[src/design/tfvn_pkg.sv]
// shared types and constants for the tileable fractal value noise texel block
// no dependencies; used by the octave cell, the divider cell and the top level
package tfvn_pkg;

    localparam int MAX_OCTAVES_DEF = 8;
    localparam int COORD_BITS_DEF  = 12;

    localparam int SUM_W   = 17;
    localparam int ALPHA_W = 16;
    localparam int REM_W   = 33;
    localparam int IDX_W   = 3;

    // configuration register indexes
    localparam logic [IDX_W-1:0] REG_TILE_SIZE_LOG2 = 3'd0;
    localparam logic [IDX_W-1:0] REG_LOWEST_OCTAVE  = 3'd1;
    localparam logic [IDX_W-1:0] REG_HIGHEST_OCTAVE = 3'd2;
    localparam logic [IDX_W-1:0] REG_RAMP_LOW       = 3'd3;
    localparam logic [IDX_W-1:0] REG_RAMP_HIGH      = 3'd4;

    localparam logic [3:0]       TILE_LOG2_RST = 4'd10;
    localparam logic [2:0]       LOW_OCT_RST   = 3'd2;
    localparam logic [2:0]       HIGH_OCT_RST  = 3'd6;
    localparam logic [SUM_W-1:0] RAMP_LOW_RST  = 17'd72090;
    localparam logic [SUM_W-1:0] RAMP_HIGH_RST = 17'd91750;

    // lattice hash constants
    localparam logic [31:0] HASH_KX   = 32'd1619;
    localparam logic [31:0] HASH_KY   = 32'd31337;
    localparam logic [31:0] HASH_M31  = 32'h7fffffff;
    localparam logic [31:0] HASH_K2   = 32'd60493;
    localparam logic [31:0] HASH_K1   = 32'd19990303;
    localparam logic [31:0] HASH_K0   = 32'd1376312589;

    typedef struct packed {
        logic [3:0] tile_log2;
        logic [2:0] lo;
        logic [2:0] hi;
    } oct_cfg_t;

    typedef enum logic [1:0] {
        AM_ZERO,
        AM_FULL,
        AM_DIV
    } alpha_mode_t;

    typedef struct packed {
        logic             valid;
        alpha_mode_t      mode;
        logic [SUM_W-1:0] sum;
    } div_ctl_t;

endpackage

[src/design/tfvn_octave_cell.sv]
// one octave cell: hashes the four lattice corners, blends them and adds
// the weighted octave value to the running sum; depends on tfvn_pkg
module tfvn_octave_cell #(
    parameter int K  = 0,
    parameter int CB = tfvn_pkg::COORD_BITS_DEF
) (
    input  logic                        clk,
    input  logic                        rst_n,
    input  logic                        en,
    input  tfvn_pkg::oct_cfg_t          cfg,
    input  logic                        in_valid,
    input  logic [CB-1:0]               in_x,
    input  logic [CB-1:0]               in_y,
    input  logic [tfvn_pkg::SUM_W-1:0]  in_sum,
    output logic                        out_valid,
    output logic [CB-1:0]               out_x,
    output logic [CB-1:0]               out_y,
    output logic [tfvn_pkg::SUM_W-1:0]  out_sum
);

    localparam int IW = CB + 1;
    localparam int FW = K + 1;
    localparam int LW = 16 + FW;
    localparam int BW = 16 + 2 * FW;
    localparam int D  = 8;
    localparam logic [FW-1:0] CELL = FW'(1 << K);
    localparam logic [15:0]   FMASK = 16'((1 << K) - 1);

    logic                       v_reg   [D];
    logic [CB-1:0]              x_reg   [D];
    logic [CB-1:0]              y_reg   [D];
    logic [tfvn_pkg::SUM_W-1:0] sum_reg [D];
    logic [FW-1:0]              fx_reg  [D-1];
    logic [FW-1:0]              fy_reg  [D-1];

    logic [IW-1:0] ix_reg [4];
    logic [IW-1:0] iy_reg [4];
    logic [31:0]   n_reg  [4];
    logic [31:0]   sq_reg [4];
    logic [31:0]   na_reg [4];
    logic [31:0]   t_reg  [4];
    logic [31:0]   nb_reg [4];
    logic [31:0]   p_reg  [4];
    logic [LW-1:0] left_reg;
    logic [LW-1:0] right_reg;
    logic [15:0]   oct_reg;

    logic [IW-1:0] ix_next [4];
    logic [IW-1:0] iy_next [4];
    logic [31:0]   n_next  [4];
    logic [31:0]   sq_next [4];
    logic [31:0]   t_next  [4];
    logic [31:0]   p_next  [4];
    logic [LW-1:0] left_next;
    logic [LW-1:0] right_next;
    logic [15:0]   oct_next;
    logic [tfvn_pkg::SUM_W-1:0] sum_next;

    logic [CB-1:0] cx, cy;
    logic [16:0]   mask;
    logic [IW-1:0] x0, x1, y0, y1;
    logic [FW-1:0] fx_in, fy_in;
    logic [31:0]   n_raw [4];
    logic [31:0]   n_m   [4];
    logic [15:0]   cv    [4];
    logic [BW-1:0] blend;
    logic [15:0]   contrib;
    logic          oct_on;

    function automatic logic [31:0] HASH_KX_f(input logic [IW-1:0] ix);
        return tfvn_pkg::HASH_KX * 32'(ix);
    endfunction

    // corner order: c00, c10, c11, c01
    always_comb
    begin
        cx    = in_x >> K;
        cy    = in_y >> K;
        mask  = (cfg.tile_log2 < 4'(K)) ? 17'd0 : ((17'd1 << cfg.tile_log2) >> K) - 17'd1;
        x0    = IW'(cx) & mask[IW-1:0];
        x1    = (IW'(cx) + IW'(1)) & mask[IW-1:0];
        y0    = IW'(cy) & mask[IW-1:0];
        y1    = (IW'(cy) + IW'(1)) & mask[IW-1:0];
        fx_in = FW'(16'(in_x) & FMASK);
        fy_in = FW'(16'(in_y) & FMASK);
        ix_next[0] = x0;  iy_next[0] = y0;
        ix_next[1] = x1;  iy_next[1] = y0;
        ix_next[2] = x1;  iy_next[2] = y1;
        ix_next[3] = x0;  iy_next[3] = y1;
        for (int c = 0; c < 4; c++)
        begin
            n_raw[c]   = HASH_KX_f(ix_reg[c]) + tfvn_pkg::HASH_KY * 32'(iy_reg[c]);
            n_m[c]     = n_raw[c] & tfvn_pkg::HASH_M31;
            n_next[c]  = n_m[c] ^ (n_m[c] >> 13);
            sq_next[c] = n_reg[c] * n_reg[c];
            t_next[c]  = sq_reg[c] * tfvn_pkg::HASH_K2 + tfvn_pkg::HASH_K1;
            p_next[c]  = nb_reg[c] * t_reg[c] + tfvn_pkg::HASH_K0;
            cv[c]      = p_reg[c][30:15];
        end
        left_next  = LW'(fy_reg[4]) * LW'(cv[3]) + LW'(CELL - fy_reg[4]) * LW'(cv[0]);
        right_next = LW'(fy_reg[4]) * LW'(cv[2]) + LW'(CELL - fy_reg[4]) * LW'(cv[1]);
        blend      = BW'(right_reg) * BW'(fx_reg[5]) + BW'(left_reg) * BW'(CELL - fx_reg[5]);
        oct_next   = 16'(blend >> (2 * K));
        oct_on     = (cfg.lo <= 3'(K)) && (3'(K) <= cfg.hi);
        contrib    = oct_reg >> (cfg.hi - 3'(K));
        sum_next   = sum_reg[6] + (oct_on ? tfvn_pkg::SUM_W'(contrib) : '0);
    end

    always_ff @(posedge clk or negedge rst_n)
    begin
        if (!rst_n)
        begin
            for (int s = 0; s < D; s++)
            begin
                v_reg[s] <= 1'b0;
            end
        end
        else if (en)
        begin
            v_reg[0] <= in_valid;
            for (int s = 1; s < D; s++)
            begin
                v_reg[s] <= v_reg[s-1];
            end
        end
    end

    always_ff @(posedge clk)
    begin
        if (en)
        begin
            x_reg[0]   <= in_x;
            y_reg[0]   <= in_y;
            sum_reg[0] <= in_sum;
            fx_reg[0]  <= fx_in;
            fy_reg[0]  <= fy_in;
            for (int s = 1; s < D; s++)
            begin
                x_reg[s] <= x_reg[s-1];
                y_reg[s] <= y_reg[s-1];
            end
            for (int s = 1; s < D - 1; s++)
            begin
                sum_reg[s] <= sum_reg[s-1];
                fx_reg[s]  <= fx_reg[s-1];
                fy_reg[s]  <= fy_reg[s-1];
            end
            sum_reg[D-1] <= sum_next;
            for (int c = 0; c < 4; c++)
            begin
                ix_reg[c] <= ix_next[c];
                iy_reg[c] <= iy_next[c];
                n_reg[c]  <= n_next[c];
                sq_reg[c] <= sq_next[c];
                na_reg[c] <= n_reg[c];
                t_reg[c]  <= t_next[c];
                nb_reg[c] <= na_reg[c];
                p_reg[c]  <= p_next[c];
            end
            left_reg  <= left_next;
            right_reg <= right_next;
            oct_reg   <= oct_next;
        end
    end

    assign out_valid = v_reg[D-1];
    assign out_x     = x_reg[D-1];
    assign out_y     = y_reg[D-1];
    assign out_sum   = sum_reg[D-1];

endmodule

[config.mk]
export PLATFORM = sky130hd
export DESIGN_NAME = tfvn_octave_cell
export DESIGN_NICKNAME = d
export VERILOG_FILES = /design/src/design/tfvn_pkg.sv /design/src/design/tfvn_octave_cell.sv
export SDC_FILE = /design/constraint.sdc
export NUM_CORES = 2
export LEC_CHECK = 0
export BUFFER_PORTS_ARGS = -buffer_cell sky130_fd_sc_hd__buf_2
export CAP_MARGIN = 20
export CORE_UTILIZATION = 50
export CTS_CLUSTER_DIAMETER = 60
export CTS_CLUSTER_SIZE = 25
export DETAILED_ROUTE_END_ITERATION = 7
export PLACE_DENSITY = 0.62
export SYNTH_ARGS = -nofsm -noshare
export SYNTH_HDL_FRONTEND = slang
export SYNTH_SLANG_ARGS = --single-unit
[constraint.sdc]
create_clock -name clk -period 7.7 [get_ports clk]
set_clock_uncertainty 0.15 [all_clocks]
set_input_delay 0.385 -clock clk [delete_from_list [all_inputs] [get_ports clk]]
set_output_delay 0.385 -clock clk [all_outputs]
set_load 0.1 [all_outputs]
==> out/metrics.yaml <==
gp_congestion: 0.8823
netlist_instances: 5095
fp.coreArea_sq_mm: 0.1148
crit_type: "flip-flop to flip-flop"
die_h_um: 343.2
fin_area_sq_mm: 0.06338
cp-start-kind: "flip-flop"
clockBufferDepth: 3
crit_slowest_cell: "fa_1"
yosysSeqAreaShare_pct: 28.51
routed_wl_um: 122000
hold_class: "primary input to flip-flop"
die_w_um: 343.2
grt_pass1_wl_um: 199700
place_inst: 6656
status: "finished clean"
ant_nets: 0
setup-violations-final: 0
fin_crit_ns: 7.432
rows: 124
synthFlopType: "edfxtp_1"
r2r_start: "n_reg[0][5]$_DFFE_PP_"
drtPass1Iterations: 5
worstPathRequired_ns: 7.97
drc: 0
hold_depth: 3
end_kind: "flip-flop"
wire_per_inst_um: 17.91
synth_cell_types: 66
holdWs_ns: 0.1071
num_antenna_cells: 0
synth.avg_cell_area_sq_um: 11.42
ys_ff_latch: 554
syn2layout_area_growth_pct: 8.880
yosys_warnings: 0
boundaryPins: 97
synth-compound-area-share_pct: 3.276
post_dp_cell_area_sq_mm: 0.06084
tightest_slew_ns: 0.9855
finalHoldViolations: 0
synth_fa_ha_area_share_pct: 46.13
hpwl_um: 100700
reg2reg_depth: 27
ys_async_sr_fraction_pct: 1.444
report.final.slew_viol_count: 0
cts_num_sinks: 554
clock_latency_ns: 0.66
r2r-end: "sq_reg[0][29]$_DFFE_PP_"
r2r_slack_ns: 0.27
cts_made_buffers: 50
path_max_fanout: 17
fmax_mhz: 134.6
drt_iter0_drc: 2037
slew_headroom_pct: 34.30
synth-simple-area-share_pct: 8.370
synth_top_family_by_area: "adder cells"
grt_antenna_before_repair: 2
stdcell_count: 6809
maxCapViolCount: 0
grt_overflow: 0
synthXorXnorAreaFrac_pct: 3.416
grt.total_usage_pct: 21.97
arrival_ns: 7.70
synth-edff-count: 546
min_period_over_period_pct: 96.52
largest_reg_flops: 136
die-area_sq_mm: 0.1178
port_buffers: 96
root_buffer: "clkbuf_16"
synth.mux.area_fraction_pct: 0.5309
start_util_pct: 50.70
min_from: "cfg[7]"
layout.nets: 6870
cpMostUsedCell: "fa_1"
viasPerCell: 4.972
h-tree-depth: 2
grt_max_degree: 134
cts_tree: "yes"
vias: 33860
synth.cell_area_sq_mm: 0.05821
grt_pass1_vias: 36730
slowest_delay_ns: 0.54
drive_gt1_share_pct: 6.532
utilization_pct: 55.20
clk_pin_slew_ns: 0.08
worstHoldEndpoint: "iy_reg[0][5]$_DFFE_PP_"
critical path: cells and delay by family (launching register included):
family                     cells  cell delay, ns
AOI/OAI and AO/OA              6            1.09
xor gates and xnor gates       1            0.07
adders and majority gates      9            4.30
buffers and inverters          7            0.52
DFF                            1            0.53
and+or+nand+nor                4            0.50
placed cells by master, fill, tap and decap left out, types with 6 or more instances in the layout:
cell type      count
nor2b_1           29
fa_1             980
and3_1            17
nand3_1           19
clkinv_8          11
mux2_2            15
ha_1             578
buf_2             96
dfrtp_1            8
or3_1              6
nand2_1          353
inv_1           1335
xnor2_1          171
buf_4            110
xor2_1            55
o22ai_1            9
o21bai_1          15
nor3_1            17
dlygate4sd3_1     44
a31oi_1           10
o31ai_1            8
a21o_1            38
and2_1           408
mux2i_1           14
a21oi_1           79
o21ai_0           51
clkbuf_16         50
buf_12            11
o21a_1            21
o211ai_1           7
a211oi_1           8
nor2_1            60
nor4_1             6
nand2b_1          10
inv_12             7
edfxtp_1         546
worst max path at each step:
stage | endpoint | startpoint
floorplan | p_reg[0][27]$_DFFE_PP_ | nb_reg[0][11]$_DFFE_PP_
global placement | n_reg[0][15]$_DFFE_PP_ | iy_reg[0][1]$_DFFE_PP_
detailed placement | n_reg[0][15]$_DFFE_PP_ | iy_reg[0][1]$_DFFE_PP_
CTS | n_reg[0][15]$_DFFE_PP_ | iy_reg[0][1]$_DFFE_PP_
global route | p_reg[0][27]$_DFFE_PP_ | t_reg[0][5]$_DFFE_PP_
finish | sq_reg[0][29]$_DFFE_PP_ | n_reg[0][5]$_DFFE_PP_
per-layer routing:
layer	track usage, %	wire length, um
met1	30.35	54320
met2	36.42	58870
met3	2.637	4970
met4	6.685	3805
met5	0	0
metrics by stage:
stage	TNS (ns)	setup slack, ns
5_1_grt	-0.01189	-0.01189
3_3_place_gp	0	0.07612
4_1_cts	0	0.02084
2_1_floorplan	0	0.6057
6_report	0	0.2680
3_5_place_dp	0	0.03613
synthesized netlist by cell type, drive strengths merged, types with 14 or more instances:
| library cell | count | share of area [%] |
|---|---|---|
| inv | 1335 | 8.6 |
| fa | 980 | 34 |
| ha | 578 | 12 |
| edfxtp | 546 | 28 |
| and2 | 408 | 4.4 |
| nand2 | 353 | 2.3 |
| xnor2 | 172 | 2.6 |
| clkbuf | 126 | 0.81 |
| a21oi | 83 | 0.72 |
| nor2 | 60 | 0.39 |
| xor2 | 55 | 0.83 |
| o21ai | 53 | 0.46 |
| a21o | 38 | 0.49 |
| nor2b | 29 | 0.31 |
| buf | 28 | 0.34 |
| o21a | 21 | 0.27 |
| nand3 | 19 | 0.16 |
| and3 | 17 | 0.18 |
| nor3 | 17 | 0.15 |
| mux2 | 15 | 0.29 |
| o21bai | 15 | 0.19 |
| mux2i | 14 | 0.24 |
area by class of cell:
cell class,count,area (sq um)
multi-input cells,3053,35970
clock buffers,50,1251
repair buffers,263,1997
clock inverters,42,659.4
well taps,1512,1892
fillers,9979,51430
flip-flops and latches,554,16600
inverters,1335,5011
cells by family after synthesis:
kind of cell    Yosys count
flops                   554
buf+inv                1489
compound gates          290
simple gates            947
xor+xnor                227
other cells               1
fa+ha+maj              1558
mux                      29
what timing repair did:
item                                   4_1_cts  5_1_grt
resized for setup                            0        9
buffers inserted                             0       17
setup endpoints to repair                    0       12
hold buffers                                44        0
endpoints found under the hold margin       74        0
Power is left out: the tool's default activity adds up to more than one toggle a clock period on the data nets, which glitch-free logic cannot reach.
