==> config.mk <==
export PLATFORM = sky130hd
export DESIGN_NAME = tfvn_div_cell
export DESIGN_NICKNAME = d
export VERILOG_FILES = /design/src/design/tfvn_pkg.sv /design/src/design/tfvn_div_cell.sv
export SDC_FILE = /design/constraint.sdc
export NUM_CORES = 1
export LEC_CHECK = 0
export ABC_AREA = 0
export BUFFER_PORTS_ARGS = -buffer_cell sky130_fd_sc_hd__buf_2
export CAP_MARGIN = 5
export CORE_UTILIZATION = 48
export DETAILED_ROUTE_END_ITERATION = 12
export PLACE_DENSITY_LB_ADDON = 0.15
export SETUP_SLACK_MARGIN = 0.1
export SLEW_MARGIN = 20
export SYNTH_ARGS = -nofsm -noshare
export SYNTH_HDL_FRONTEND = slang
export SYNTH_SLANG_ARGS = --single-unit
==> constraint.sdc <==
create_clock -name clk -period 1.1 [get_ports clk]
set_clock_uncertainty 0.1 [all_clocks]
set_input_delay 0.22 -clock clk [delete_from_list [all_inputs] [get_ports clk]]
set_output_delay 0.22 -clock clk [all_outputs]
set_load 0.05 [all_outputs]
==> src/design/tfvn_pkg.sv <==
// shared types and constants for the tileable fractal value noise texel block
// no dependencies; used by the octave cell, the divider cell and the top level
package tfvn_pkg;

    localparam int MAX_OCTAVES_DEF = 8;
    localparam int COORD_BITS_DEF  = 12;

    localparam int SUM_W   = 17;
    localparam int ALPHA_W = 16;
    localparam int REM_W   = 33;
    localparam int IDX_W   = 3;

    // configuration register indexes
    localparam logic [IDX_W-1:0] REG_TILE_SIZE_LOG2 = 3'd0;
    localparam logic [IDX_W-1:0] REG_LOWEST_OCTAVE  = 3'd1;
    localparam logic [IDX_W-1:0] REG_HIGHEST_OCTAVE = 3'd2;
    localparam logic [IDX_W-1:0] REG_RAMP_LOW       = 3'd3;
    localparam logic [IDX_W-1:0] REG_RAMP_HIGH      = 3'd4;

    localparam logic [3:0]       TILE_LOG2_RST = 4'd10;
    localparam logic [2:0]       LOW_OCT_RST   = 3'd2;
    localparam logic [2:0]       HIGH_OCT_RST  = 3'd6;
    localparam logic [SUM_W-1:0] RAMP_LOW_RST  = 17'd72090;
    localparam logic [SUM_W-1:0] RAMP_HIGH_RST = 17'd91750;

    // lattice hash constants
    localparam logic [31:0] HASH_KX   = 32'd1619;
    localparam logic [31:0] HASH_KY   = 32'd31337;
    localparam logic [31:0] HASH_M31  = 32'h7fffffff;
    localparam logic [31:0] HASH_K2   = 32'd60493;
    localparam logic [31:0] HASH_K1   = 32'd19990303;
    localparam logic [31:0] HASH_K0   = 32'd1376312589;

    typedef struct packed {
        logic [3:0] tile_log2;
        logic [2:0] lo;
        logic [2:0] hi;
    } oct_cfg_t;

    typedef enum logic [1:0] {
        AM_ZERO,
        AM_FULL,
        AM_DIV
    } alpha_mode_t;

    typedef struct packed {
        logic             valid;
        alpha_mode_t      mode;
        logic [SUM_W-1:0] sum;
    } div_ctl_t;

endpackage

==> src/design/tfvn_div_cell.sv <==
// one restoring divider cell: settles quotient bit B of the alpha ramp
// depends on tfvn_pkg
module tfvn_div_cell #(
    parameter int B = 0
) (
    input  logic                          clk,
    input  logic                          rst_n,
    input  logic                          en,
    input  tfvn_pkg::div_ctl_t            in_ctl,
    input  logic [tfvn_pkg::REM_W-1:0]    in_rem,
    input  logic [tfvn_pkg::SUM_W-1:0]    in_den,
    input  logic [tfvn_pkg::ALPHA_W-1:0]  in_q,
    output tfvn_pkg::div_ctl_t            out_ctl,
    output logic [tfvn_pkg::REM_W-1:0]    out_rem,
    output logic [tfvn_pkg::SUM_W-1:0]    out_den,
    output logic [tfvn_pkg::ALPHA_W-1:0]  out_q
);

    tfvn_pkg::div_ctl_t             ctl_reg;
    logic [tfvn_pkg::REM_W-1:0]     rem_reg, rem_next;
    logic [tfvn_pkg::SUM_W-1:0]     den_reg;
    logic [tfvn_pkg::ALPHA_W-1:0]   q_reg, q_next;
    logic [tfvn_pkg::REM_W-1:0]     shifted;
    logic                           take;

    always_comb
    begin
        shifted  = tfvn_pkg::REM_W'(in_den) << B;
        take     = (in_rem >= shifted);
        rem_next = take ? (in_rem - shifted) : in_rem;
        q_next   = in_q;
        q_next[B] = take;
    end

    always_ff @(posedge clk or negedge rst_n)
    begin
        if (!rst_n)
        begin
            ctl_reg <= '0;
        end
        else if (en)
        begin
            ctl_reg <= in_ctl;
        end
    end

    always_ff @(posedge clk)
    begin
        if (en)
        begin
            rem_reg <= rem_next;
            den_reg <= in_den;
            q_reg   <= q_next;
        end
    end

    assign out_ctl = ctl_reg;
    assign out_rem = rem_reg;
    assign out_den = den_reg;
    assign out_q   = q_reg;

    // remainder stays below the divisor at this bit weight
    a_rem_bound: assert property (@(posedge clk) disable iff (!rst_n)
        ctl_reg.valid && ctl_reg.mode == tfvn_pkg::AM_DIV
        |-> rem_reg < (tfvn_pkg::REM_W'(den_reg) << B))
        else $error("divider remainder out of range");

    // lower quotient bits are still unsettled and must be zero
    a_q_low: assert property (@(posedge clk) disable iff (!rst_n)
        ctl_reg.valid |-> (q_reg & ((tfvn_pkg::ALPHA_W'(1) << B) - 1'b1)) == '0)
        else $error("divider quotient low bits set early");

endmodule

==> results of run 1 <==
[what timing repair did]
action	4_1_cts	5_1_grt
endpoints found under the setup margin	120	129
cloned	2	1
hold buffers	49	2
pin swaps	26	25
endpoints found under the hold margin	68	2
gates resized for setup	208	68
setup buffers	11	14
[power by group through the flow]
stage               Sequential [mW]  Combinational [mW]  Clock, mW
finish                         4.16                4.32       2.81
CTS                            4.08                3.61       2.59
global placement               4.05                2.90          0
detailed placement             4.07                2.95          0
floorplan                      5.25               0.725          0
global route                   4.18                4.41       2.87
[layer usage]
layer | part of all wire, % | GRT usage [%] | vias up
met5 | 0 | 0 | -
met4 | 9.2 | 24.5 | 0
met3 | 13 | 11.0 | 207
met2 | 46 | 63.2 | 565
met1 | 31 | 36.2 | 2286
li1 | - | - | 1901
[cells by family (layout without fill, tap and decap cells)]
logic type | Yosys count | count (layout) | synth area share [%]
other cells | 0 | 2 | 0
xor+xnor | 29 | 29 | 6.01
fa+ha+maj | 18 | 18 | 5.50
flops | 86 | 86 | 58.7
compound gates | 59 | 60 | 9.17
buf+inv | 31 | 372 | 3.31
mux | 25 | 25 | 6.75
simple gates | 84 | 84 | 10.6
[final cells by class]
| cell class | count | area (um2) |
|---|---|---|
| sequential | 86 | 2510 |
| antenna | 2 | 5.00 |
| clock buffer | 9 | 124 |
| timing repair buffer | 336 | 2940 |
| inverter | 20 | 75.1 |
| clock inverter | 7 | 105 |
| tap | 105 | 131 |
| multi-input combinational | 216 | 2090 |
| fill | 191 | 399 |
[registers in the layout, summed over array words and instances (netlist names)]
| name | flops |
|---|---|
| out_den | 17 |
| out_ctl | 20 |
| out_rem | 33 |
| out_q | 16 |
[cell usage in the layout, fill, tap and decap left out, types with 7 or more instances in the layout]
master / n
sky130_fd_sc_hd__buf_4: 95
sky130_fd_sc_hd__a21o_1: 7
sky130_fd_sc_hd__xnor2_1: 20
sky130_fd_sc_hd__a21oi_2: 10
sky130_fd_sc_hd__nand2_1: 13
sky130_fd_sc_hd__inv_1: 15
sky130_fd_sc_hd__a21oi_1: 14
sky130_fd_sc_hd__clkbuf_8: 9
sky130_fd_sc_hd__ha_1: 7
sky130_fd_sc_hd__dfrtp_2: 20
sky130_fd_sc_hd__edfxtp_1: 66
sky130_fd_sc_hd__dlygate4sd3_1: 47
sky130_fd_sc_hd__nor2_2: 7
sky130_fd_sc_hd__nand3_2: 8
sky130_fd_sc_hd__mux2_2: 15
sky130_fd_sc_hd__buf_6: 102
sky130_fd_sc_hd__mux2_4: 10
sky130_fd_sc_hd__nor2_1: 18
sky130_fd_sc_hd__ha_4: 10
sky130_fd_sc_hd__buf_2: 81
[how the worst max path moves through the flow]
| stage | startpoint | to | slack (ns) | cells after the start |
|---|---|---|---|---|
| floorplan | in_rem[30] | out_rem[13] | -1.43 | 7 |
| global placement | in_rem[18] | out_rem[22] | -1.72 | 7 |
| detailed placement | in_rem[18] | out_rem[22] | -1.76 | 7 |
| CTS | in_rem[30] | out_rem[9] | -1.13 | 8 |
| global route | in_den[0] | out_rem[15] | -1.52 | 11 |
| finish | in_rem[0] | out_rem[15] | -1.56 | 12 |
[cells in the mapped netlist (3+ instances only)]
cell                       instances
sky130_fd_sc_hd__edfxtp_1         66
sky130_fd_sc_hd__a21oi_1          25
sky130_fd_sc_hd__nor2_1           25
sky130_fd_sc_hd__mux2_2           24
sky130_fd_sc_hd__xnor2_1          23
sky130_fd_sc_hd__dfrtp_1          20
sky130_fd_sc_hd__inv_1            20
sky130_fd_sc_hd__ha_1             17
sky130_fd_sc_hd__nand2_1          15
sky130_fd_sc_hd__nand3_1          13
sky130_fd_sc_hd__a21o_1            7
sky130_fd_sc_hd__clkbuf_1          7
sky130_fd_sc_hd__o21ai_0           6
sky130_fd_sc_hd__xor2_1            6
sky130_fd_sc_hd__nand4_1           5
sky130_fd_sc_hd__a211oi_1          3
sky130_fd_sc_hd__buf_6             3
sky130_fd_sc_hd__nand4b_1          3
sky130_fd_sc_hd__nor3_1            3
sky130_fd_sc_hd__o31ai_1           3
sky130_fd_sc_hd__or4_1             3
[critical path: stages]
cell	delay (ns)
sky130_fd_sc_hd__buf_2	0.11
sky130_fd_sc_hd__inv_2	0.05
sky130_fd_sc_hd__ha_4	0.18
sky130_fd_sc_hd__buf_4	0.16
sky130_fd_sc_hd__nor2b_4	0.15
sky130_fd_sc_hd__o21bai_4	0.08
sky130_fd_sc_hd__a211oi_4	0.31
sky130_fd_sc_hd__buf_4	0.18
sky130_fd_sc_hd__nor3_2	0.05
sky130_fd_sc_hd__o31ai_2	0.53
sky130_fd_sc_hd__xnor2_1	0.42
sky130_fd_sc_hd__a21oi_1	0.20
==> run summary, run 1 <==
Data on the critical path arrives at its endpoint at 2.66 ns. The power per cell area is 1410 nW/um2, and the total grt overflow is 0. The tools report the slack of the critical path as -1.56 ns. Category of the most critical setup path: input port to register. The tools report the area of the core region as 8380 um2.

The path type of the worst min-delay path was input port to register. The average detailed-routed wire length per instance was 29.8 um. The setup check on the worst reg-to-reg path leaves a slack of 0.03 ns.

In this run the mean area of a mapped cell was 12.7 um2. The highest clock rate was 376 MHz. The total non-filler cell area in the finished layout was 7980 um2. The worst hold path begins at in_ctl[11]. For the portion of total power attributed to sequential cells, the log shows 36.9%. The sort of element at the start of the critical path is an input port. After the flow finishes, the layout carries non-filler instances totaling 781. Setup repair after global routing could not meet its margin everywhere.

The number of max-slew violations in the final report came out at 0. During synthesis, Yosys emitted a total of 0 warnings. For the worst flop-to-flop path, the logic depth is 2. The layout cell share with drive strength beyond 1 is 62.5%. The die area is 9190 um2. The tools report the initial antenna violation count as 3. The endpoint identified for the worst register-to-register timing path is out_ctl[4]. The synthesized design spends more area on one cell type than any other, namely sky130_fd_sc_hd__edfxtp_1. The run gives 4490 as the via count of the first global-routing pass. The logs give 23.3 mm for the overall routed net length and 776 for the net count of the finished layout. The terminating pin of the worst hold path is out_ctl[11]. In this run the worst path has a maximum fanout of 2. The netlist uses 46 different library cells. The share of the Yosys chip area taken by registers is 58.7%. The clock network burns 24.9% of the power. Internal power comes to 7.00 mW. For the final cell utilization of the core, the log shows 95.2%.

Measured along the x axis, the die boundary spans 95.9 um. In this run the biggest area consumer among cell types represents 46.9% of the synthesized area. The run gives 11.3 mW as the overall power consumption.

The flow ran to the end, but the final reports show violations. The standard cell area after detailed placement came out at 5950 um2. For this configuration, the core starts out at a cell density of 50.5%. The wire-length estimate of the detail-placed layout is 8.28 mm.

The first global-routing pass estimated 23.5 mm of wire. The number of enable flip-flop cells after synthesis is 66, and the final antenna-violating net count is 0. The worst register-to-register path begins at out_ctl[4]. Adding up every negative setup slack in the final design gives -61.42 ns. Die height: 95.9 um.

Setup violations remaining at the end of the flow were counted as 120. The worst relative slew slack is 50.5%, and the clock slew at the register clock pins of the worst setup and hold paths is 0.11 ns. The initialized floorplan defines 33 standard-cell rows.

Summed over all cells, the static leakage comes to 3.51 nW. The proportion of synthesized flip-flops having asynchronous set or reset was 23.3%; the signed area change from the synthesized netlist to the final layout was 88.8%. The number of clock buffers added by TritonCTS is 9. By area the synthesized netlist is led by sky130_fd_sc_hd__edfxtp_1 47%, sky130_fd_sc_hd__dfrtp_1 12%, sky130_fd_sc_hd__mux2_2 6.4%. The run gives 86 as the clock sink count.

The final reports fail on negative setup slack. For the pin with the worst max-slew slack, the measured transition is 0.737 ns. The commonest register cell after synthesis is sky130_fd_sc_hd__edfxtp_1.

After the first detailed-routing iteration, the DRC count stood at 652. The master cell of the clock root buffer is sky130_fd_sc_hd__clkbuf_8. For this design the total switching power over the nets is 4.29 mW. The summed instance area of the synthesized netlist came out at 4230 um2.

The share of the cycle needed by the critical path after routing works out to 242%. The final critical delay including setup and external delays is 2.66 ns, and the vias per cell is 6.35. Detailed routing inserted a total of 4959 vias.

Across all hold checks on the routed design, the worst slack comes to 0.0173 ns. After detailed routing, the number of remaining DRC violations is 0. The tools report the number of H-tree branching levels as 3. The clock insertion delay at the later pin of the skew report came out at 0.38 ns.

For the global-route total usage across every layer, the log shows 35.8%. For the count of mapped cells out of synthesis, the log shows 332. The critical path required time was 1.10 ns. The clock passes through at most 2 buffers. Entering global routing, the biggest net connects 21 pins. Pin placement for this block handled 175 I/O pins.

The total of buffers placed on input and output ports is 173, and the routability congestion estimate is 0.839. The run gives 8 as the first-pass iteration count of the detailed router. The worst hold path was traced through 2 stages. Placed cell count: 686. STA classifies the critical path endpoint as a register.

The largest voltage drop on the vdd net is 0.00130 V, and the switching share of total power is 38.0%. At the placement stage, the worst setup path has a slack of -1.76 ns. Counting flops and latches in the post-synthesis netlist gives 86. The logs give 0 for the reported max-cap violation count and 38.3% for the combinational power share. TritonCTS built the clock tree. The number of nets in the synthesized netlist is 439. For the number of hold-slack violations in the final timing report, the log shows 0.
Power figures use the tool's default switching activity.
==> inputs of run 2 (changes only) <==
Settings changed: SETUP_SLACK_MARGIN 0.1 to 0.15.
==> run summary, run 2 (synthesis results as in run 1) <==
The run finished, with violations left. The checks that failed: negative hold slack, negative setup slack. Leaving out fill and tap cells, the most frequent cell in the layout is sky130_fd_sc_hd__buf_6. Setup violations remaining at the end of the flow were counted as 120.

Dividing the detail-routed via count by the number of cells gives 5.58. Cell internal power was estimated by the tool at 6.87 mW. The initial antenna violation count was 1. The die is 95.9 um wide. Measured against its own limit, the worst slew margin works out to 69.5%. The run gives -51.92 ns as the accumulated negative setup slack.

The largest voltage drop on the vdd net was 0.000795 V; the maximum fanout count along the critical path was 10. The tools report the sort of element at the start of the critical path as an input port. The tools report the number of hold-slack violations in the final timing report as 6. The layout cell share with drive strength beyond 1 came out at 62.0%.

The share of total power dissipated in sequential elements is 38.8%. In this run, placement finished with an instance count of 686. The reported max-cap violation count is 0, and the final critical delay including setup and external delays is 2.34 ns. After filler insertion, the fill cell instance count of the layout stands at 316. Power comes to 10.6 mW. The net load switching power is 3.72 mW, and the number of flip-flops under the largest register name is 33. The path class of the tightest hold or removal check is input port to register. The tree is rooted in a sky130_fd_sc_hd__clkbuf_8. The highest clock rate came out at 428 MHz. Average detailed-routed wire length per instance: 21.0 um. No sink is reached through more buffers than the 2 on the longest clock path. The worst path uses 212% of the clock period. For the pin with the worst max-slew slack, the measured transition is 0.457 ns.

After floorplanning, the core was sized to cover 8380 um2. The run gives 752 as the net count of the finished layout. Of the total power, combinational logic draws 36.4%. The iteration-0 DRC count of the detailed router came out at 250. The number of max-slew violations in the final report was 0; the number of H-tree branching levels was 3.

The first-pass GRT wire length is 20.1 mm, and the TritonCTS buffer count is 9. For the critical path arrival, the log shows 2.35 ns. Clock latency on the worst-skew pair, taken at its later pin, is 0.37 ns.

From synthesis to final layout, the design area changed by 79.5%. The critical path required time was 1.11 ns. The switching share of total power was 35.2%; the leakage power was 3.30 nW.

For the worst hold margin, the log shows -0.0146 ns. Number of cell instances on the worst register-to-register path: 2. The die area was 9190 um2. 175 I/O pins were placed. The first-pass iteration count of the detailed router is 6.

The finished layout holds 756 standard cells, fillers aside. For the maximum number of pins on one net before global-route repair, the log shows 21. The final antenna-violating net count came out at 0.

Global routing finished with a remaining overflow of 0. Detailed placement ended at an HPWL of 8.28 mm. TritonCTS built the clock tree. The detailed router placed 4215 vias in this run. The total of buffers placed on input and output ports works out to 173. For this block, the routed nets add up to 15.9 mm of wire. The worst setup path is of the input port to register kind. In the layout the commonest cells are 99 x sky130_fd_sc_hd__buf_6, 95 x sky130_fd_sc_hd__buf_4, 80 x sky130_fd_sc_hd__buf_2, 66 x sky130_fd_sc_hd__edfxtp_1, 33 x sky130_fd_sc_hd__dlygate4sd3_1. The clock drives 86 sinks. The clock slew at the register clock pins of the worst setup and hold paths is 0.10 ns. Once layout is complete, the utilization of the core stands at 90.6%. The die height was 95.9 um.

The cell depth of the worst min-delay path is 2, and the power per cell area is 1400 nW/um2. Global routing consumed, over all layers together, 30.3% of the routing resources. At the end of routability-driven placement, the weighted congestion stood at 0.839. The number of core rows was 33.

The post-detailed-route DRC marker count is 0, and the via count of the first global-routing pass is 4022. The slack of the critical path came out at -1.24 ns. Setup repair after global routing could not meet its margin everywhere. The clock network fraction of total power is 24.8%.

The kind of end point of the critical path is a register. The initial utilization of the core area, before any placement, comes to 50.5%.
==> run 2: cell types whose count changed in the layout (fill, tap and decap cells not counted), moves of 2 or more <==
cell and change:
sky130_fd_sc_hd__buf_6 -3, sky130_fd_sc_hd__inv_2 -3, sky130_fd_sc_hd__nor2_4 +2, sky130_fd_sc_hd__mux2_4 -6
sky130_fd_sc_hd__dlygate4sd3_1 -14, sky130_fd_sc_hd__nor2_2 -3, sky130_fd_sc_hd__xnor2_1 +3, sky130_fd_sc_hd__xnor2_2 -3
sky130_fd_sc_hd__mux2_2 +6, sky130_fd_sc_hd__ha_4 -2, sky130_fd_sc_hd__inv_1 +3, sky130_fd_sc_hd__dlymetal6s4s_1 -4
==> run 2: what timing repair did <==
action	in CTS	in global routing
pin swaps	26	18
endpoints found under the setup margin	120	122
hold endpoints to repair	68	15
gates cloned	2	0
resized for setup	208	39
setup buffers	11	7
hold buffers	32	1
==> run 2: power by group through the flow <==
stage / Clock (mW) / Sequential (mW) / Combinational [mW]
finish: 2.62 / 4.11 / 3.86
global route: 2.76 / 4.14 / 4.02
CTS: 2.59 / 4.08 / 3.56
detailed placement: 0 / 4.07 / 2.95
global placement: 0 / 4.05 / 2.90
floorplan: 0 / 5.25 / 0.725
==> run 2: path summary, 6_finish.rpt <==
path / to / start / slack (ns)
min in group asynchronous: out_ctl[17] / rst_n / 0.29
hold / removal: out_ctl[1] / in_ctl[1] / -0.01
hold reg to reg: out_ctl[0] / out_ctl[0] / 0.44
setup reg to reg: out_ctl[2] / out_ctl[2] / 0.07
max in group asynchronous: out_ctl[18] / rst_n / 0.26
setup / recovery: out_rem[12] / in_rem[30] / -1.24
==> run 2: routing by layer <==
layer  wire length, um  share of wire (%)  global-route usage [%]  vias to the layer above
met5                 0                  0                       0                        -
met4               621                3.9                    13.7                        0
met3              1180                7.4                    6.48                       59
met2              8560                 54                    56.7                      235
met1              5530                 35                    32.4                     2060
li1                  -                  -                       -                     1861
==> run 2: through the flow <==
stage	setup slack, ns	hold slack, ns	area [um2]
finish	-1.24	-0.0146	7590
global route	-1.30	-0.0236	7590
CTS	-1.13	-0.0214	7370
detailed placement	-1.76	0.0815	5950
global placement	-1.72	0.0694	5950
floorplan	-1.43	-0.176	4330
==> run 2: worst max-delay path, cell delays in order <==
cell and delay (ns):
sky130_fd_sc_hd__buf_6 0.09, sky130_fd_sc_hd__or4_4 0.53, sky130_fd_sc_hd__or4_4 0.46, sky130_fd_sc_hd__nor4_4 0.18, sky130_fd_sc_hd__o31a_4 0.24, sky130_fd_sc_hd__nand3_4 0.11, sky130_fd_sc_hd__buf_12 0.17, sky130_fd_sc_hd__buf_4 0.14
sky130_fd_sc_hd__nor2_2 0.10, sky130_fd_sc_hd__a21oi_1 0.08
==> run 2: final cells by class <==
cell class | instances | area, um2 | area share [%]
clock inverters | 7 | 105 | 1.38
inverters | 20 | 75.1 | 0.989
repair buffers | 312 | 2670 | 35.1
well taps | 105 | 131 | 1.73
flip-flops and latches | 86 | 2510 | 33.0
diodes | 1 | 2.50 | 0.0330
clock buffers | 9 | 124 | 1.63
multi-input cells | 216 | 1980 | 26.1
==> inputs of run 3 (changes only) <==
Settings changed: ABC_AREA 0 to 1, CORE_UTILIZATION 48 to 51.
==> run summary, run 3 <==
The flow did not finish. The last flow stage reached is global routing. The first error in the log reads "[ERROR DPL-0038] Utilization greater than 100%, impossible to legalize".

sky130_fd_sc_hd__nand2_1 is the most common cell in the netlist. The largest buffer count on any clock path is 2. For this design the top-level I/O count stands at 175.

The worst endpoint type was a register input. For the initial core utilization, the log shows 53.4%. In this run the mean area of a mapped cell was 8.78 um2. Cell taking the most area after synthesis: sky130_fd_sc_hd__edfxtp_1.

When the global-route repair_timing finished, the worst setup path ended at out_rem[5]$_DFFE_PP_/D. Synthesis handed over a netlist of 570 instances. Ranked by total cell area, the synthesized netlist is headed by sky130_fd_sc_hd__edfxtp_1 40%, sky130_fd_sc_hd__nand2_1 14%, sky130_fd_sc_hd__dfrtp_1 10%. Synthesis produced a netlist with a net count of 677. The top-area cell type share of the netlist area is 39.6%.

The die is 101 um wide. Yosys mapped a number of flops with a built-in enable equal to 66. The wire-length estimate of the detail-placed layout is 11.9 mm.

CTS saw 86 sinks. The tools report the number of core rows as 35. In this run the cell area of the synthesized design comes to 5010 um2. In the synthesized netlist the async set-or-reset flop fraction comes to 23.3%.

In this run the vertical extent of the chip is 101 um. Commonest register cell after synthesis: sky130_fd_sc_hd__edfxtp_1. Clock tree synthesis inserted a total of 9 buffers. The number of H-tree branching levels was 3; the flip-flop and latch count after synthesis was 86.

The congestion estimate from routability-driven global placement came to 1.01. The Yosys step of the flow raised 0 warnings. The total of buffers placed on input and output ports came out at 173. Entering global routing, the biggest net connects 40 pins.

The tools report the master cell of the clock root buffer as sky130_fd_sc_hd__clkbuf_8. In this run, distinct cell masters in the synthesized netlist total 32. The standard cell area after detailed placement came out at 7140 um2. For this run, the register share of the synthesized area comes to 49.6%. Sorting the synthesized cells by how often they occur yields 184 x sky130_fd_sc_hd__nand2_1, 87 x sky130_fd_sc_hd__inv_1, 66 x sky130_fd_sc_hd__edfxtp_1, 46 x sky130_fd_sc_hd__nor2_1, 26 x sky130_fd_sc_hd__nand3_1.
run 3: cell types whose count changed after synthesis, sizes merged, moves of 7 or more:
cell,delta
nand2,+184
inv,+70
nor2,+28
xnor2,-21
nand3,+13
a21o,-7
xor2,+7
run 3: cell families after synthesis:
kind of cell | Yosys count | synth area share (%)
buffers and inverters | 96 | 7.87
adder cells (fa/ha/maj) | 18 | 4.65
XOR/XNOR | 15 | 2.62
AO/OA/AOI/OAI | 36 | 5.00
AND/OR/NAND/NOR | 299 | 25.8
flip-flops | 86 | 49.6
multiplexers | 20 | 4.50
run 3: what timing repair did:
action | in CTS
setup endpoints to repair | 120
gates cloned | 3
gates resized for setup | 275
pin swaps | 30
setup buffers | 23
endpoints found under the hold margin | 68
hold buffers | 33
run 3: through the flow:
step	setup slack [ns]	setup TNS (ns)	hold slack (ns)	utilization, %	cells
2_1_floorplan	-0.714	-22.64	-0.176	-	570
3_3_place_gp	-1.05	-33.94	0.0611	76.2	962
3_5_place_dp	-1.07	-34.71	0.0729	76.2	962
4_1_cts	-0.510	-29.85	-0.0269	93.7	1037
==> inputs of run 4 (changes only) <==
Settings changed: CORE_UTILIZATION 51 to 40, SETUP_SLACK_MARGIN 0.15 to unset.
==> run summary, run 4 <==
After synthesis the cells add up to 5010 um2. The internal power consumption came out at 7.29 mW. The most numerous cell in the Yosys netlist is sky130_fd_sc_hd__nand2_1. Ranked by total cell area, the synthesized netlist is headed by sky130_fd_sc_hd__edfxtp_1 40%, sky130_fd_sc_hd__nand2_1 14%, sky130_fd_sc_hd__dfrtp_1 10%. The number of max-slew violations in the final report is 0. The share of the cycle needed by the critical path after routing works out to 155%. At the end of the flow, the number of nets in the layout was 1021. The flow ran to the end, but the final reports show violations. The tools report the count of mapped cells out of synthesis as 570. Data on the critical path arrives at its endpoint at 1.72 ns. The average detailed-routed wire length per instance was 16.0 um. The most common library cell in the layout ignoring fill and taps was sky130_fd_sc_hd__buf_4. The TritonCTS buffer count is 9. For met1 alone, demand over resource in global routing was 29.4%.

Summing all flip-flop and latch instances after layout gives 2480 um2. From bottom edge to top edge, the die measures 114 um. Category of the most critical setup path: input port to register. The later pin in the worst-skew pair is clocked with a latency of 0.35 ns.

Entering global routing, the biggest net connects 22 pins. The share of the yosys chip area belonging to registers is 49.6%, and the switching share of total power is 35.9%. Counting flops with an async set or reset pin after synthesis yields a share of 23.3%.

The path class of the tightest hold or removal check is input port to register. Clock slew at the register clock pins of the worst setup and hold paths: 0.07 ns. The number of H-tree branching levels is 3. The overall routed net length came out at 17.4 mm. The accumulated negative setup slack was -30.57 ns; the met3 routing resource usage after global routing was 4.30%. Power spread over the standard cell area amounts to 1240 nW/um2.

The reported max-cap violation count was 0; the total grt overflow was 0. Antenna diode count: 0. The total number of vias was 5182; the per-instance average area after synthesis was 8.78 um2. Summing internal, switching and leakage power gives 11.4 mW.

Input and output buffers added on the ports amount to 173. Kind of end point of the critical path: a register. The critical path contains buffers and inverters numbering 3 combined. The worst register-to-register path begins at out_ctl[5]. The placement-stage worst setup slack is -1.06 ns. The tools report the initial core utilization as 41.3%. The tightest hold path in the finished design has a slack of 0.00336 ns.

The critical path goes through buf_8 > ha_4 > nand2_1 > nand2_1 > a21oi_2 > nand2_2 > nand2_2 > nand2_4 > buf_6 > a21boi_4 > buf_12 > nand2_8 > nand2_2 > nand2_2. For the initial antenna violation count, the log shows 0. The first routing iteration left 287 violations. The layout has 843 filler cells. Headroom to the max-slew limit came out at 70.0%. Measured in cells, the most critical reg-to-reg path has a length of 2. The run gives 86 as the clock sink count. The final reports fail on negative setup slack. The area of the core region is 12100 um2, and the highest clock rate is 587 MHz. The run gives 13000 um2 as the die area. The fraction of met2 tracks used by global routing is 49.5%. Among cell families on the critical path, the largest total delay comes from simple AND/OR/NAND/NOR gates. The slowest stage of the critical path belongs to the cell sky130_fd_sc_hd__ha_4.

Vias per cell: 4.77. Layout cell share with drive strength beyond 1: 57.6%. Summed over its instances, the top area cell type makes up 39.6% of the synthesized netlist area. First-pass iteration count of the detailed router: 4. Counting every net in the synthesized netlist gives 677. The maximum fanout count along the critical path came out at 5.

The logs give 25.9% for the clock network fraction of total power and 0 for the final antenna-violating net count. The first-pass GRT wire length was 26.0 mm. Cell depth of the worst min-delay path: 2. TritonCTS built the clock tree. STA classifies the critical path startpoint as an input port. Setup repair after global routing could not meet its margin everywhere. For this run, the total global-route usage over all layers was measured as 26.3%. The combinational power share was 38.2%.

Data on the critical path is required at its endpoint by 1.12 ns. The top cell types in the final layout, fill and taps aside, are 119 x sky130_fd_sc_hd__buf_4, 117 x sky130_fd_sc_hd__nand2_1, 104 x sky130_fd_sc_hd__buf_6, 67 x sky130_fd_sc_hd__buf_2. The setup check on the worst reg-to-reg path leaves a slack of 0.07 ns. Across the VDD grid, the largest voltage drop is 0.000685 V. The run gives -0.605 ns as the slack of the critical path. The portion of total power attributed to sequential cells came out at 35.9%. The via count of the first global-routing pass came out at 5282. The logs give 120 for the final setup violation count and 40 for the number of core rows. The worst hold path terminates at out_ctl[17]. Most used routing layer in global routing: met2.

The number of synthesis warnings was 0. Subtracting the final worst setup slack from the clock period gives 1.70 ns. The flip-flop and latch count after synthesis is 86. Ranked by instance count, the synthesized netlist is headed by 184 x sky130_fd_sc_hd__nand2_1, 87 x sky130_fd_sc_hd__inv_1, 66 x sky130_fd_sc_hd__edfxtp_1, 46 x sky130_fd_sc_hd__nor2_1, 26 x sky130_fd_sc_hd__nand3_1. For this run, design rule violations remaining after detail routing come to 0. The register with the most flip-flops in the layout has 33 of them. For the pin with the worst max-slew slack, the measured transition is 0.450 ns. In this run the static leakage power is 4.25 nW. Summed over all nets, the switching power comes to 4.08 mW. The number of hold-slack violations in the final timing report was 0.

Master cell of the clock root buffer: sky130_fd_sc_hd__clkbuf_16. The endpoint identified for the worst register-to-register timing path is out_ctl[5]. Routability-driven placement finished with a final weighted congestion of 0.886. Summed over all instances, the cell type with the most area after synthesis is sky130_fd_sc_hd__edfxtp_1. For this run, the leading register cell type out of synthesis is sky130_fd_sc_hd__edfxtp_1.

The signed area change from the synthesized netlist to the final layout was 83.0%; the maximum cell stage delay along the critical path was 0.24 ns. In this run the most critical hold path is launched from in_ctl[17]. The die is 114 um wide.

The multi-input combinational cell area is 2830 um2, and the largest buffer count on any clock path is 2. The number of enable flip-flop cells after synthesis is 66, and the sum of net half-perimeters after detailed placement is 11.6 mm. In this design, the critical path's most frequently occurring cell is sky130_fd_sc_hd__nand2_2. 175 I/O pins were placed. The count of unique library cells instantiated by Yosys came out at 32.
-- run 4: cell counts after synthesis --
Identical to the previous run, type by type.
-- run 4: stage by stage --
stage | util, % | cell area, um2 | instances
2_1_floorplan | - | 5360 | 570
3_3_place_gp | 59.4 | 7200 | 1007
3_5_place_dp | 59.4 | 7200 | 1007
4_1_cts | 73.5 | 8900 | 1076
5_1_grt | 75.7 | 9160 | 1087
6_report | 75.7 | 9160 | 1087
-- run 4: worst max path at each step --
stage	from	to	slack (ns)	depth (start not counted)
after global routing	in_rem[4]	out_rem[8]	-0.67	14
after floorplan	in_den[2]	out_rem[22]	-0.71	13
final	in_rem[2]	out_rem[4]	-0.60	14
after detailed placement	in_den[2]	out_rem[27]	-1.06	14
after global placement	in_den[2]	out_rem[19]	-1.04	14
after CTS	in_rem[3]	out_rem[23]	-0.57	15
-- run 4: layout make-up --
class,count,area share [%]
Inverter,90,4.18
Clock buffer,10,2.50
Clock inverter,6,0.464
Multi-Input combinational cell,391,30.9
Tap cell,168,2.29
Timing Repair Buffer,336,32.6
Sequential cell,86,27.1
-- run 4: cells by family after synthesis --
family	count (synthesis)	synth area share (%)
multiplexers	20	4.50
adder cells (fa/ha/maj)	18	4.65
AO/OA/AOI/OAI	36	5.00
XOR/XNOR	15	2.62
flip-flops	86	49.6
AND/OR/NAND/NOR	299	25.8
buffers and inverters	96	7.87
-- run 4: power groups by stage --
stage / clock network [mW] / registers [mW] / logic, mW
floorplan: 0 / 5.23 / 1.03
global placement: 0 / 4.04 / 3.36
detailed placement: 0 / 4.06 / 3.40
CTS: 2.96 / 4.07 / 4.10
global route: 3.10 / 4.11 / 4.57
finish: 2.95 / 4.08 / 4.34
-- run 4: repair_timing --
item	4_1_cts	5_1_grt
pin swaps	48	23
cloned	2	3
endpoints found under the hold margin	52	0
setup buffers	18	9
hold buffers	33	0
endpoints found under the setup margin	120	120
gates resized for setup	278	53
-- run 4: per-layer routing --
metal / vias up / wire [um]
met5: - / 0
met2: 164 / 9110
met3: 30 / 953
met4: 0 / 351
li1: 2522 / -
met1: 2466 / 6950
-- run 4: worst reg2reg max path: cells and delay by family, from the launching register on --
family / cells / cell delay, ns
flops: 1 / 0.40
buf+inv: 1 / 0.15
mux: 1 / 0.26
